$ cat src/rtl/tms_pkg.sv
package tms_pkg;

   // tape, rule table and column sizes
   localparam int TAPE_CELLS = 64;
   localparam int STATES     = 16;
   localparam int SYMBOLS    = 4;

   localparam int TAPE_AW    = $clog2(TAPE_CELLS);
   localparam int RULE_AW    = $clog2(STATES * SYMBOLS);
   localparam int COL_W      = $clog2(SYMBOLS);
   localparam int SCNT_W     = 3;
   localparam int CHAR_W     = 8;
   localparam int STATE_W    = 4;
   localparam int POS_W      = 6;
   localparam int CSR_DATA_W = 8;
   localparam int CSR_IDX_W  = 1;

   // configuration register indexes
   localparam logic [CSR_IDX_W-1:0] CSR_SYMBOL_COUNT = 1'b0;
   localparam logic [CSR_IDX_W-1:0] CSR_BLANK_SYMBOL = 1'b1;

   // register reset values
   localparam logic [SCNT_W-1:0] SYMBOL_COUNT_RESET = 3'd4;
   localparam logic [CHAR_W-1:0] BLANK_RESET        = 8'd42;

   typedef enum logic [2:0] {
      CMD_CLEAR     = 3'd0,
      CMD_WR_COLUMN = 3'd1,
      CMD_WR_RULE   = 3'd2,
      CMD_WR_TAPE   = 3'd3,
      CMD_STEP      = 3'd4,
      CMD_RD_TAPE   = 3'd5
   } command_type;

   typedef enum logic [1:0] {
      MOVE_NONE  = 2'd0,
      MOVE_LEFT  = 2'd1,
      MOVE_RIGHT = 2'd2
   } move_type;

   typedef enum logic [1:0] {
      FAULT_NONE   = 2'd0,
      FAULT_SYMBOL = 2'd1,
      FAULT_TAPE   = 2'd2
   } fault_type;

   // one rule table entry
   typedef struct packed {
      logic               halt;
      logic [STATE_W-1:0] next_state;
      logic [1:0]         move;
      logic [CHAR_W-1:0]  symbol;
   } rule_type;

endpackage

$ cat src/rtl/turing_machine_stepper_unit.sv
// Single-tape Turing machine. Each request transaction carries one command:
// clear, write column, write rule, write tape cell, step, or read tape cell.
// Every command returns exactly one response transaction with the machine
// state, head position, halt flag, fault code and a read character.
// The block works on one command at a time; req_ready is high only when the
// sequencer is idle. States passed after a request is accepted:
//   clear, column, rule, tape write, unused codes: decode, finish
//   tape read, step while halted or with no active columns: decode,
//   tape read, finish
//   step: decode, tape read, match at one column character tried per cycle,
//   apply the rule on a match, finish
// The response turns valid as the sequencer goes back to idle.
// Column matching uses one shared 8-bit comparator, stepped by a column
// counter; tape and rule table are memories with registered reads.
// The response sits in an output register; the next request is taken while
// it waits. If rsp_ready stays low the sequencer holds the following result
// in its final state until the register frees up.
// Reset clears head, state, halt and fault and leaves every tape cell reading
// as the blank character 42 (per-cell valid bits, no sweep). Clear does the
// same with the programmed blank character.
module turing_machine_stepper_unit
   import tms_pkg::*;
(
   input  logic                  clock,
   input  logic                  reset,

   input  logic                  csr_wen,
   input  logic [CSR_IDX_W-1:0]  csr_index,
   input  logic [CSR_DATA_W-1:0] csr_wdata,

   input  logic                  req_valid,
   output logic                  req_ready,
   input  logic [2:0]            req_command,
   input  logic [STATE_W-1:0]    req_state_index,
   input  logic [1:0]            req_column_index,
   input  logic [POS_W-1:0]      req_position,
   input  logic [CHAR_W-1:0]     req_symbol_char,
   input  logic [1:0]            req_move,
   input  logic [STATE_W-1:0]    req_next_state,
   input  logic                  req_halt_next,

   output logic                  rsp_valid,
   input  logic                  rsp_ready,
   output logic [STATE_W-1:0]    rsp_machine_state,
   output logic [POS_W-1:0]      rsp_head_position,
   output logic [CHAR_W-1:0]     rsp_read_char,
   output logic                  rsp_halted,
   output logic [1:0]            rsp_fault
);

   typedef enum logic [2:0] {
      ST_IDLE,
      ST_DECODE,
      ST_TAPE_RD,
      ST_MATCH,
      ST_APPLY,
      ST_FINISH
   } state_type;

   state_type            state_ff;

   // configuration registers
   logic [SCNT_W-1:0]    symbol_count_ff;
   logic [CHAR_W-1:0]    blank_symbol_ff;

   // latched request
   logic [2:0]           cmd_ff;
   logic [STATE_W-1:0]   sidx_ff;
   logic [1:0]           cidx_ff;
   logic [POS_W-1:0]     pos_ff;
   logic [CHAR_W-1:0]    sym_ff;
   logic [1:0]           move_ff;
   logic [STATE_W-1:0]   nstate_ff;
   logic                 hnext_ff;

   // machine state
   logic [TAPE_AW-1:0]   head_ff;
   logic [STATE_W-1:0]   mstate_ff;
   logic                 halt_ff;
   fault_type            fault_ff;

   // tape: memory plus valid bits; invalid cells read as fill_char_ff
   logic [CHAR_W-1:0]    tape_mem [TAPE_CELLS];
   logic [TAPE_CELLS-1:0] tape_vld_ff;
   logic [CHAR_W-1:0]    fill_char_ff;
   logic [CHAR_W-1:0]    tape_q_ff;
   logic                 tape_hit_ff;

   logic [CHAR_W-1:0]    column_chars_ff [SYMBOLS];

   // rule table
   logic [RULE_AW+1+STATE_W+2+CHAR_W-RULE_AW-1:0] rule_mem [STATES*SYMBOLS];
   rule_type             rule_q_ff;
   logic                 rule_ok_ff;

   // sequencer working registers
   logic [COL_W-1:0]     col_cnt_ff;
   logic [CHAR_W-1:0]    cell_ff;
   logic [CHAR_W-1:0]    rd_ff;

   // response register
   logic                 rsp_valid_ff;
   logic [STATE_W-1:0]   rsp_state_ff;
   logic [TAPE_AW-1:0]   rsp_head_ff;
   logic [CHAR_W-1:0]    rsp_char_ff;
   logic                 rsp_halt_ff;
   fault_type            rsp_fault_ff;
   logic                 rsp_load;

   logic [SCNT_W-1:0]    n_eff;
   logic [CHAR_W-1:0]    cell_char;
   logic                 col_hit;
   logic                 col_last;
   logic                 pos_ok;
   logic                 state_ok;
   rule_type             rule_eff;
   logic [TAPE_AW-1:0]   head_in;
   logic                 head_fault;

   logic                 tape_we;
   logic [TAPE_AW-1:0]   tape_waddr;
   logic [CHAR_W-1:0]    tape_wdata;
   logic [TAPE_AW-1:0]   tape_raddr;
   logic                 rule_we;
   logic [RULE_AW-1:0]   rule_waddr;
   logic [RULE_AW-1:0]   rule_raddr;
   rule_type             rule_wdata;

   // active column count, clipped to the column table size
   assign n_eff = (int'(symbol_count_ff) > SYMBOLS) ? SCNT_W'(SYMBOLS) : symbol_count_ff;

   assign cell_char = tape_hit_ff ? tape_q_ff : fill_char_ff;
   assign pos_ok    = int'(pos_ff) < TAPE_CELLS;
   assign state_ok  = int'(mstate_ff) < STATES;

   // shared column comparator
   assign col_hit  = (column_chars_ff[col_cnt_ff] == cell_ff);
   assign col_last = (SCNT_W'(col_cnt_ff) + SCNT_W'(1)) >= n_eff;

   assign rule_eff = rule_ok_ff ? rule_q_ff : '0;

   // response register loads when finishing and the register is free
   assign rsp_load = (state_ff == ST_FINISH) && (!rsp_valid_ff || rsp_ready);

   // head move and edge check
   always_comb begin
      head_in    = head_ff;
      head_fault = 1'b0;
      unique case (move_type'(rule_eff.move))
         MOVE_LEFT: begin
            if (head_ff == '0) head_fault = 1'b1;
            else head_in = head_ff - TAPE_AW'(1);
         end
         MOVE_RIGHT: begin
            if (int'(head_ff) + 1 >= TAPE_CELLS) head_fault = 1'b1;
            else head_in = head_ff + TAPE_AW'(1);
         end
         default: begin
            head_in = head_ff;
         end
      endcase
   end

   // memory port selection
   always_comb begin
      tape_we    = 1'b0;
      tape_waddr = pos_ff[TAPE_AW-1:0];
      tape_wdata = sym_ff;
      if (state_ff == ST_DECODE && cmd_ff == CMD_WR_TAPE && pos_ok) begin
         tape_we = 1'b1;
      end else if (state_ff == ST_APPLY) begin
         tape_we    = 1'b1;
         tape_waddr = head_ff;
         tape_wdata = rule_eff.symbol;
      end
   end

   assign tape_raddr = (cmd_ff == CMD_STEP) ? head_ff : pos_ff[TAPE_AW-1:0];

   assign rule_we    = (state_ff == ST_DECODE) && (cmd_ff == CMD_WR_RULE) &&
                       (int'(sidx_ff) < STATES) && (int'(cidx_ff) < SYMBOLS);
   assign rule_waddr = RULE_AW'(int'(sidx_ff) * SYMBOLS + int'(cidx_ff));
   assign rule_raddr = RULE_AW'(int'(mstate_ff) * SYMBOLS + int'(col_cnt_ff));
   assign rule_wdata = '{halt: hnext_ff, next_state: nstate_ff, move: move_ff, symbol: sym_ff};

   // tape memory
   always_ff @(posedge clock) begin
      if (tape_we) tape_mem[tape_waddr] <= tape_wdata;
      tape_q_ff <= tape_mem[tape_raddr];
   end

   // rule memory
   always_ff @(posedge clock) begin
      if (rule_we) rule_mem[rule_waddr] <= rule_wdata;
      rule_q_ff <= rule_type'(rule_mem[rule_raddr]);
   end

   // sequencer, machine state and response register
   always_ff @(posedge clock) begin
      if (reset) begin
         state_ff        <= ST_IDLE;
         symbol_count_ff <= SYMBOL_COUNT_RESET;
         blank_symbol_ff <= BLANK_RESET;
         fill_char_ff    <= BLANK_RESET;
         tape_vld_ff     <= '0;
         head_ff         <= '0;
         mstate_ff       <= '0;
         halt_ff         <= 1'b0;
         fault_ff        <= FAULT_NONE;
         rsp_valid_ff    <= 1'b0;
      end else begin
         // configuration writes
         if (csr_wen) begin
            unique case (csr_index)
               CSR_SYMBOL_COUNT: symbol_count_ff <= csr_wdata[SCNT_W-1:0];
               CSR_BLANK_SYMBOL: blank_symbol_ff <= csr_wdata;
               default:          symbol_count_ff <= symbol_count_ff;
            endcase
         end

         // response valid: set on a load, cleared once taken
         if (rsp_load) rsp_valid_ff <= 1'b1;
         else if (rsp_ready) rsp_valid_ff <= 1'b0;

         // valid bit lookup alongside the tape read
         tape_hit_ff <= tape_vld_ff[tape_raddr];
         if (tape_we) tape_vld_ff[tape_waddr] <= 1'b1;

         unique case (state_ff)
            ST_IDLE: begin
               if (req_valid) begin
                  cmd_ff    <= req_command;
                  sidx_ff   <= req_state_index;
                  cidx_ff   <= req_column_index;
                  pos_ff    <= req_position;
                  sym_ff    <= req_symbol_char;
                  move_ff   <= req_move;
                  nstate_ff <= req_next_state;
                  hnext_ff  <= req_halt_next;
                  state_ff  <= ST_DECODE;
               end
            end

            ST_DECODE: begin
               rd_ff <= '0;
               unique case (command_type'(cmd_ff))
                  CMD_CLEAR: begin
                     tape_vld_ff  <= '0;
                     fill_char_ff <= blank_symbol_ff;
                     head_ff      <= '0;
                     mstate_ff    <= '0;
                     halt_ff      <= 1'b0;
                     fault_ff     <= FAULT_NONE;
                     state_ff     <= ST_FINISH;
                  end
                  CMD_WR_COLUMN: begin
                     if (int'(cidx_ff) < SYMBOLS) column_chars_ff[cidx_ff[COL_W-1:0]] <= sym_ff;
                     state_ff <= ST_FINISH;
                  end
                  CMD_STEP, CMD_RD_TAPE: begin
                     state_ff <= ST_TAPE_RD;
                  end
                  default: begin
                     state_ff <= ST_FINISH;
                  end
               endcase
            end

            ST_TAPE_RD: begin
               cell_ff    <= cell_char;
               col_cnt_ff <= '0;
               if (cmd_ff == CMD_RD_TAPE) begin
                  rd_ff    <= pos_ok ? cell_char : '0;
                  state_ff <= ST_FINISH;
               end else begin
                  rd_ff <= cell_char;
                  if (!halt_ff && n_eff != '0) begin
                     state_ff <= ST_MATCH;
                  end else begin
                     state_ff <= ST_FINISH;
                     // no active columns: nothing can match
                     if (!halt_ff) begin
                        halt_ff  <= 1'b1;
                        fault_ff <= FAULT_SYMBOL;
                     end
                  end
               end
            end

            // one column per cycle; the rule read goes out on a hit
            ST_MATCH: begin
               rule_ok_ff <= state_ok;
               if (col_hit) begin
                  state_ff <= ST_APPLY;
               end else if (col_last) begin
                  halt_ff  <= 1'b1;
                  fault_ff <= FAULT_SYMBOL;
                  state_ff <= ST_FINISH;
               end else begin
                  col_cnt_ff <= col_cnt_ff + COL_W'(1);
               end
            end

            ST_APPLY: begin
               mstate_ff <= rule_eff.next_state;
               head_ff   <= head_in;
               if (rule_eff.halt || head_fault) halt_ff <= 1'b1;
               if (head_fault) fault_ff <= FAULT_TAPE;
               state_ff  <= ST_FINISH;
            end

            ST_FINISH: begin
               if (rsp_load) begin
                  rsp_state_ff <= mstate_ff;
                  rsp_head_ff  <= head_ff;
                  rsp_char_ff  <= rd_ff;
                  rsp_halt_ff  <= halt_ff;
                  rsp_fault_ff <= fault_ff;
                  state_ff     <= ST_IDLE;
               end
            end

            default: begin
               state_ff <= ST_IDLE;
            end
         endcase
      end
   end

   assign req_ready         = (state_ff == ST_IDLE);
   assign rsp_valid         = rsp_valid_ff;
   assign rsp_machine_state = rsp_state_ff;
   assign rsp_head_position = POS_W'(rsp_head_ff);
   assign rsp_read_char     = rsp_char_ff;
   assign rsp_halted        = rsp_halt_ff;
   assign rsp_fault         = rsp_fault_ff;

   // a fault always comes with the halt flag
   assert property (@(posedge clock) disable iff (reset)
      (fault_ff != FAULT_NONE) |-> halt_ff)
      else $error("fault set without halt");

   // an accepted request always goes to decode
   assert property (@(posedge clock) disable iff (reset)
      (req_valid && req_ready) |=> (state_ff == ST_DECODE))
      else $error("accepted request not decoded");

   // the head only moves on a rule apply or a clear
   assert property (@(posedge clock) disable iff (reset)
      (state_ff != ST_APPLY && !(state_ff == ST_DECODE && cmd_ff == CMD_CLEAR))
         |=> $stable(head_ff))
      else $error("head moved outside apply or clear");

   // the column counter stays within the active columns
   assert property (@(posedge clock) disable iff (reset)
      (state_ff == ST_MATCH) |-> (SCNT_W'(col_cnt_ff) < n_eff))
      else $error("column counter past active columns");

   // a result is never dropped: finish waits while the response is stalled
   assert property (@(posedge clock) disable iff (reset)
      (state_ff == ST_FINISH && rsp_valid_ff && !rsp_ready) |=> (state_ff == ST_FINISH))
      else $error("result overwrote a pending response");

endmodule

$ cat config.mk
export PLATFORM = sky130hd
export DESIGN_NAME = turing_machine_stepper_unit
export DESIGN_NICKNAME = d
export VERILOG_FILES = /design/src/rtl/tms_pkg.sv /design/src/rtl/turing_machine_stepper_unit.sv
export SDC_FILE = /design/constraint.sdc
export NUM_CORES = 2
export LEC_CHECK = 0
export BUFFER_PORTS_ARGS = -buffer_cell sky130_fd_sc_hd__buf_2
export CORE_UTILIZATION = 47
export CTS_CLUSTER_DIAMETER = 120
export DETAILED_ROUTE_END_ITERATION = 6
export HOLD_SLACK_MARGIN = 0.03
export SYNTH_ARGS = -nofsm -noshare
export SYNTH_HDL_FRONTEND = slang
export SYNTH_SLANG_ARGS = --single-unit
$ cat constraint.sdc
create_clock -name clock -period 8 [get_ports clock]
set_clock_uncertainty 0.1 [all_clocks]
set_input_delay 1.2 -clock clock [delete_from_list [all_inputs] [get_ports clock]]
set_output_delay 1.2 -clock clock [all_outputs]
set_load 0.05 [all_outputs]
Word level (Yosys, flattened, before mapping)

Memories as Yosys holds them, arrays and structs flattened. A register that Yosys moved wholly into a read port is not among the register bits.
Index checks and enable logic that the tools add are counted.

Bits in writable memories: 1504
Memories: 3
Logic and storage cells: 170
Bits in registers: 170

Memory list:

| memory          | depth | width | read ports | clocked after Yosys merged registers in | wr ports | line                              | text |
|---|---|---|---|---|---|---|---|
| rule_mem        | 64    | 15    | 1          | 1                                       | 1        | turing_machine_stepper_unit.sv:92 | `logic [RULE_AW+1+STATE_W+2+CHAR_W-RULE_AW-1:0] rule_mem [STATES*SYMBOLS];` |
| tape_mem        | 64    | 8     | 1          | 1                                       | 1        | turing_machine_stepper_unit.sv:83 | `logic [CHAR_W-1:0] tape_mem [TAPE_CELLS];` |
| column_chars_ff | 4     | 8     | 1          | 1                                       | 1        | turing_machine_stepper_unit.sv:89 | `logic [CHAR_W-1:0] column_chars_ff [SYMBOLS];` |

Reductions and logical operators: 32
$lt $le $gt $ge: 6
Equal/unequal tests: 28
Bitwise logic cells: 3
Add/sub/neg operators: 7
Mux-type cells: 64

Operator list:

| cell                | number |
|---|---|
| $mux 64             | 3 |
| $or 64x64->64       | 1 |
| $mux 6              | 6 |
| $mux 3              | 8 |
| $mux 8              | 3 |
| $pmux 6 s2          | 2 |
| $mux 1              | 22 |
| $mux 2              | 10 |
| $ne 2x2->1 const B  | 9 |
| $pmux 3 s6          | 1 |
| $pmux 8 s2          | 1 |
| $lt 6x7->1 const B  | 2 |
| $add 6x2->6         | 2 |
| $eq 3x2->1 const B  | 4 |
| $eq 3x3->1 const B  | 4 |
| $reduce_and 2->1    | 6 |
| $ne 3x3->1 const B  | 3 |
| $reduce_and 3->1    | 3 |
| $eq 8x8->1          | 1 |
| $pmux 2 s4          | 1 |
| $pmux 4 s2          | 1 |
| $reduce_and 8->1    | 1 |
| $reduce_bool 2->1   | 4 |
| $add 6x1->7 const B | 1 |
| 31 further kinds    | 41 |

Logic depth before layout (Yosys ltp)

Depth in word-level cells: 11
Depth in mapped cells: 11
Gate-level depth less buffers: 10

Worst setup path after synthesis

OpenSTA, ideal clock, no wires.

Path type: in2reg
From: in reset
To: reg rsp_fault_ff[0] (netlist: rsp_fault[0]), enable pin
Arrival time: 2553 ps
Buffers on the path: 1
Library setup time: 399 ps
Stages: 4
Setup slack: 4949 ps
Cells stage by stage: inv_1 clkbuf_1 nand2_1 nor2_1

Longest elaborated chain between the ends: 2

Ends and longest elaborated chain:

| item                       | line                               | text |
|---|---|---|
| start: declaration         | turing_machine_stepper_unit.sv:25  | `input logic reset,` |
| $not 1->1 (no line)        | --                                 |  |
| $reduce_and 3->1 (no line) | --                                 |  |
| end signal: assignment     | turing_machine_stepper_unit.sv:318 | `rsp_fault_ff <= fault_ff;` |
| end: declaration           | turing_machine_stepper_unit.sv:107 | `fault_type rsp_fault_ff;` |

No other way between the ends.
A chain may end at the register's enable or synchronous reset.

Worst setup path after layout

From: reg cmd_ff[2]
To: reg tape_q_ff[0] (read register of tape_mem)

Longest elaborated chain between the ends: 2

Ends and longest elaborated chain:

| item                     | line                               | text |
|---|---|---|
| start: declaration       | turing_machine_stepper_unit.sv:67  | `logic [2:0] cmd_ff;` |
| start signal: assignment | turing_machine_stepper_unit.sv:232 | `cmd_ff <= req_command;` |
| $eq 3x3->1               | turing_machine_stepper_unit.sv:178 | `assign tape_raddr = (cmd_ff == CMD_STEP) ? head_ff : pos_ff[TAPE_AW-1:0];` |
| $mux 6                   | turing_machine_stepper_unit.sv:178 |  |
| end: declaration         | turing_machine_stepper_unit.sv:86  | `logic [CHAR_W-1:0] tape_q_ff;` |

No other way between the ends.

==> impl_metrics.yaml <==
run_status:
  status: "finished, final reports clean"
power:
  cell_internal_pwr_mw: 14.9
  power.density_nw_per_um2: 260
  p_leak_nw: 23.8
  p_clk_frac: 0.420
  switching_power_mw: 4.28
  switching_share: 0.223
  power_frac_seq: 0.522
  ir_drop_v: 0.000252
  power_frac_comb: 0.058
synth:
  yosysWarnings: 0
  netlist_area_um2: 65500
  async_flop_share: 0
  yosys.cell_count.top_type: "edfxtp_1"
  synth_ff_type: "edfxtp_1"
  synthTopCellsByArea: "edfxtp_1, mux4_2, mux2i_1, dfxtp_1, o22ai_1"
  syn-mean-instance-area_um2: 20.1
  synth_cell_types: 63
  ys_seq_elements: 1699
  netlist_top_cells_count: "edfxtp_1, mux4_2, mux2i_1"
  yosys.area.top_type: "edfxtp_1"
  ys_seq_area_frac: 0.759
  syn_nets: 3322
  syn_inst: 3267
  yosysTopAreaCellShare: 0.721
  synth_edf_count: 1574
floorplan:
  die_w_um: 375
  die_h_um: 375
  core-area_um2: 138000
  start_util: 0.475
  die_area_um2: 141000
  rows: 136
  num_io_pins: 67
setup_path:
  critPathLaunch: "cmd_ff[2]$_DFFE_PP_"
  crit_path_end: "tape_q_ff[0]$_DFF_P_"
  critPathLaunchType: "flop"
  end_kind: "flop"
  worstPathRequired_ps: 8520
  r2r_start: "cmd_ff[2]$_DFFE_PP_"
  worstPathMaxFanout: 67
  crit_arrival_ps: 5620
  reg2reg_slack_ps: 2900
  worstSetupPathType: "flop to flop"
  worst-r2r-cell-count: 8
  r2r-end: "tape_q_ff[0]$_DFF_P_"
hold_path:
  hold_path.class: "flop to flop"
final_layout:
  layout.nets: 3473
  fin_cells: 5433
  drive_gt1_frac: 0.222
  syn_to_final_growth_pct: 12.6
  fin_area_um2: 73800
  n_fill_cell: 10600
  post-route-util: 0.535
route:
  first_pass_iters: 5
  wl_um: 156000
  drtIter0Drc: 2903
  vias_per_cell: 5.89
  detail-route-antenna-nets: 0
  routedWlPerCell_um: 28.7
  drc: 0
  num_vias: 32000
cts:
  post-cts-setup-buffers: 0
  ctsHoldBuffers: 0
  insertion_delay_ps: 800
  cts_root_buf: "clkbuf_16"
  h-tree-depth: 4
  cts_resized: 0
  cts_buffer_depth: 3
  cts_sinks: 1699
  cts_tree: "built"
  path_clk_slew_ps: 60
  numCtsBuffers: 172
grt:
  grt_pass1_wl_um: 227000
  grt_max_degree: 124
  grt_overflow: 0
  grt_pass1_vias: 33100
  antenna_found_initial: 6
  grtUsageTotal: 0.223
timing:
  rsz0062_at_grt: "false"
  hold_viol: 0
  clock.fmax_ghz: 0.196
  period_minus_slack_ps: 5100
  drv_slew: 0
  worstMarginPinSlew_ps: 1400
  timing.final.crit_share: 0.638
  final-setup-viol-count: 0
  finalSetupTns_ps: 0
  relSlewSlack: 0.0641
placement:
  post_dp_cell_area_um2: 68000
  dp_cells: 5106
  gp_congestion: 0.817
  hpwlAfterDp_um: 94100
  portBuffers: 66
job:
  max_cap_viol_count: 0
power by group through the flow:
stage          combinational (mW)  sequential [mW]  clock, mW
2_1_floorplan               0.664             10.2          0
3_3_place_gp                 1.07             10.2          0
3_5_place_dp                 1.11             10.2          0
4_1_cts                      1.11             10.0       8.20
5_1_grt                      1.17             10.0       8.54
6_report                     1.11             10.0       8.07
layout by cell type (no fill, tap or decap), types with 14 or more instances in the layout:
cell type and count:
a21oi_1 32, buf_2 66, buf_4 82, bufinv_16 18, clkbuf_1 49, clkbuf_16 174
clkinv_1 30, clkinv_2 22, dfxtp_1 123, edfxtp_1 1574, inv_1 14, mux2i_1 288
mux4_2 323, nand2_1 95, nand2b_1 19, nand3_1 28, nand4_1 14, nor2_1 138
nor2_2 24, o21a_1 67, o22ai_1 143, o41ai_1 35
per-layer routing:
metal	up-vias	global-route usage	share of wire
met2	1123	0.362	0.49
met5	-	0	0
li1	13700	-	-
met3	267	0.0422	0.063
met4	0	0.0723	0.030
met1	16900	0.304	0.42
worst max-delay path, cell delays in order (launching register included):
cell and delay (ps):
edfxtp_1 480, or3b_1 820, mux2i_4 390, buf_4 890, buf_4 890, mux2i_1 280, o22ai_1 110, o41ai_1 680
nand4_1 160
sequential cells by signal, summed over array words and instances, names as in the netlist, 15 cells and up, named ones only:
| name | count |
|---|---|
| tape_vld_ff | 64 |
| column_chars_ff | 32 |
| tape_mem | 512 |
| rule_mem | 960 |
| rule_q_ff | 15 |
worst min path at each step:
stage                                       from                          to  slack (ps)  cells after the start
after global placement    rd_ff[1]$_SDFFCE_PN0P_  rsp_read_char[1]$_DFFE_PP_         310                      0
after floorplan           rd_ff[0]$_SDFFCE_PN0P_  rsp_read_char[0]$_DFFE_PP_         300                      0
final                     rd_ff[3]$_SDFFCE_PN0P_  rsp_read_char[3]$_DFFE_PP_         320                      0
after global routing      rd_ff[3]$_SDFFCE_PN0P_  rsp_read_char[3]$_DFFE_PP_         340                      0
after detailed placement  rd_ff[3]$_SDFFCE_PN0P_  rsp_read_char[3]$_DFFE_PP_         310                      0
after CTS                 rd_ff[3]$_SDFFCE_PN0P_  rsp_read_char[3]$_DFFE_PP_         320                      0
through the flow:
step | setup slack, ps | hold WS (ps) | total power [mW]
2_1_floorplan | 4950 | 300 | 10.9
3_3_place_gp | 3100 | 305 | 11.3
3_5_place_dp | 2940 | 311 | 11.3
4_1_cts | 2930 | 324 | 19.3
5_1_grt | 2620 | 336 | 19.8
6_report | 2900 | 323 | 19.2
logic make-up after synthesis:
logic type,after synthesis,synth area share
flops,1699,0.759
mux,628,0.158
compound gates,326,0.0339
fa+ha+maj,11,0.00221
xor+xnor,11,0.00147
simple gates,402,0.0287
buf+inv,190,0.0160
layout make-up:
cell class                      instances  area (µm²)  share of cell area
Inverter                               14        52.6            0.000712
Clock inverter                         97        1140              0.0155
Sequential cell                      1699       49800               0.674
Multi-Input combinational cell       1378       14900               0.201
Clock buffer                          228        4610              0.0624
Tap cell                             1863        2330              0.0316
Timing Repair Buffer                  153        1050              0.0142
Antenna cell                            1        2.50           0.0000339
Note: power is estimated with default switching activity, not from simulation.
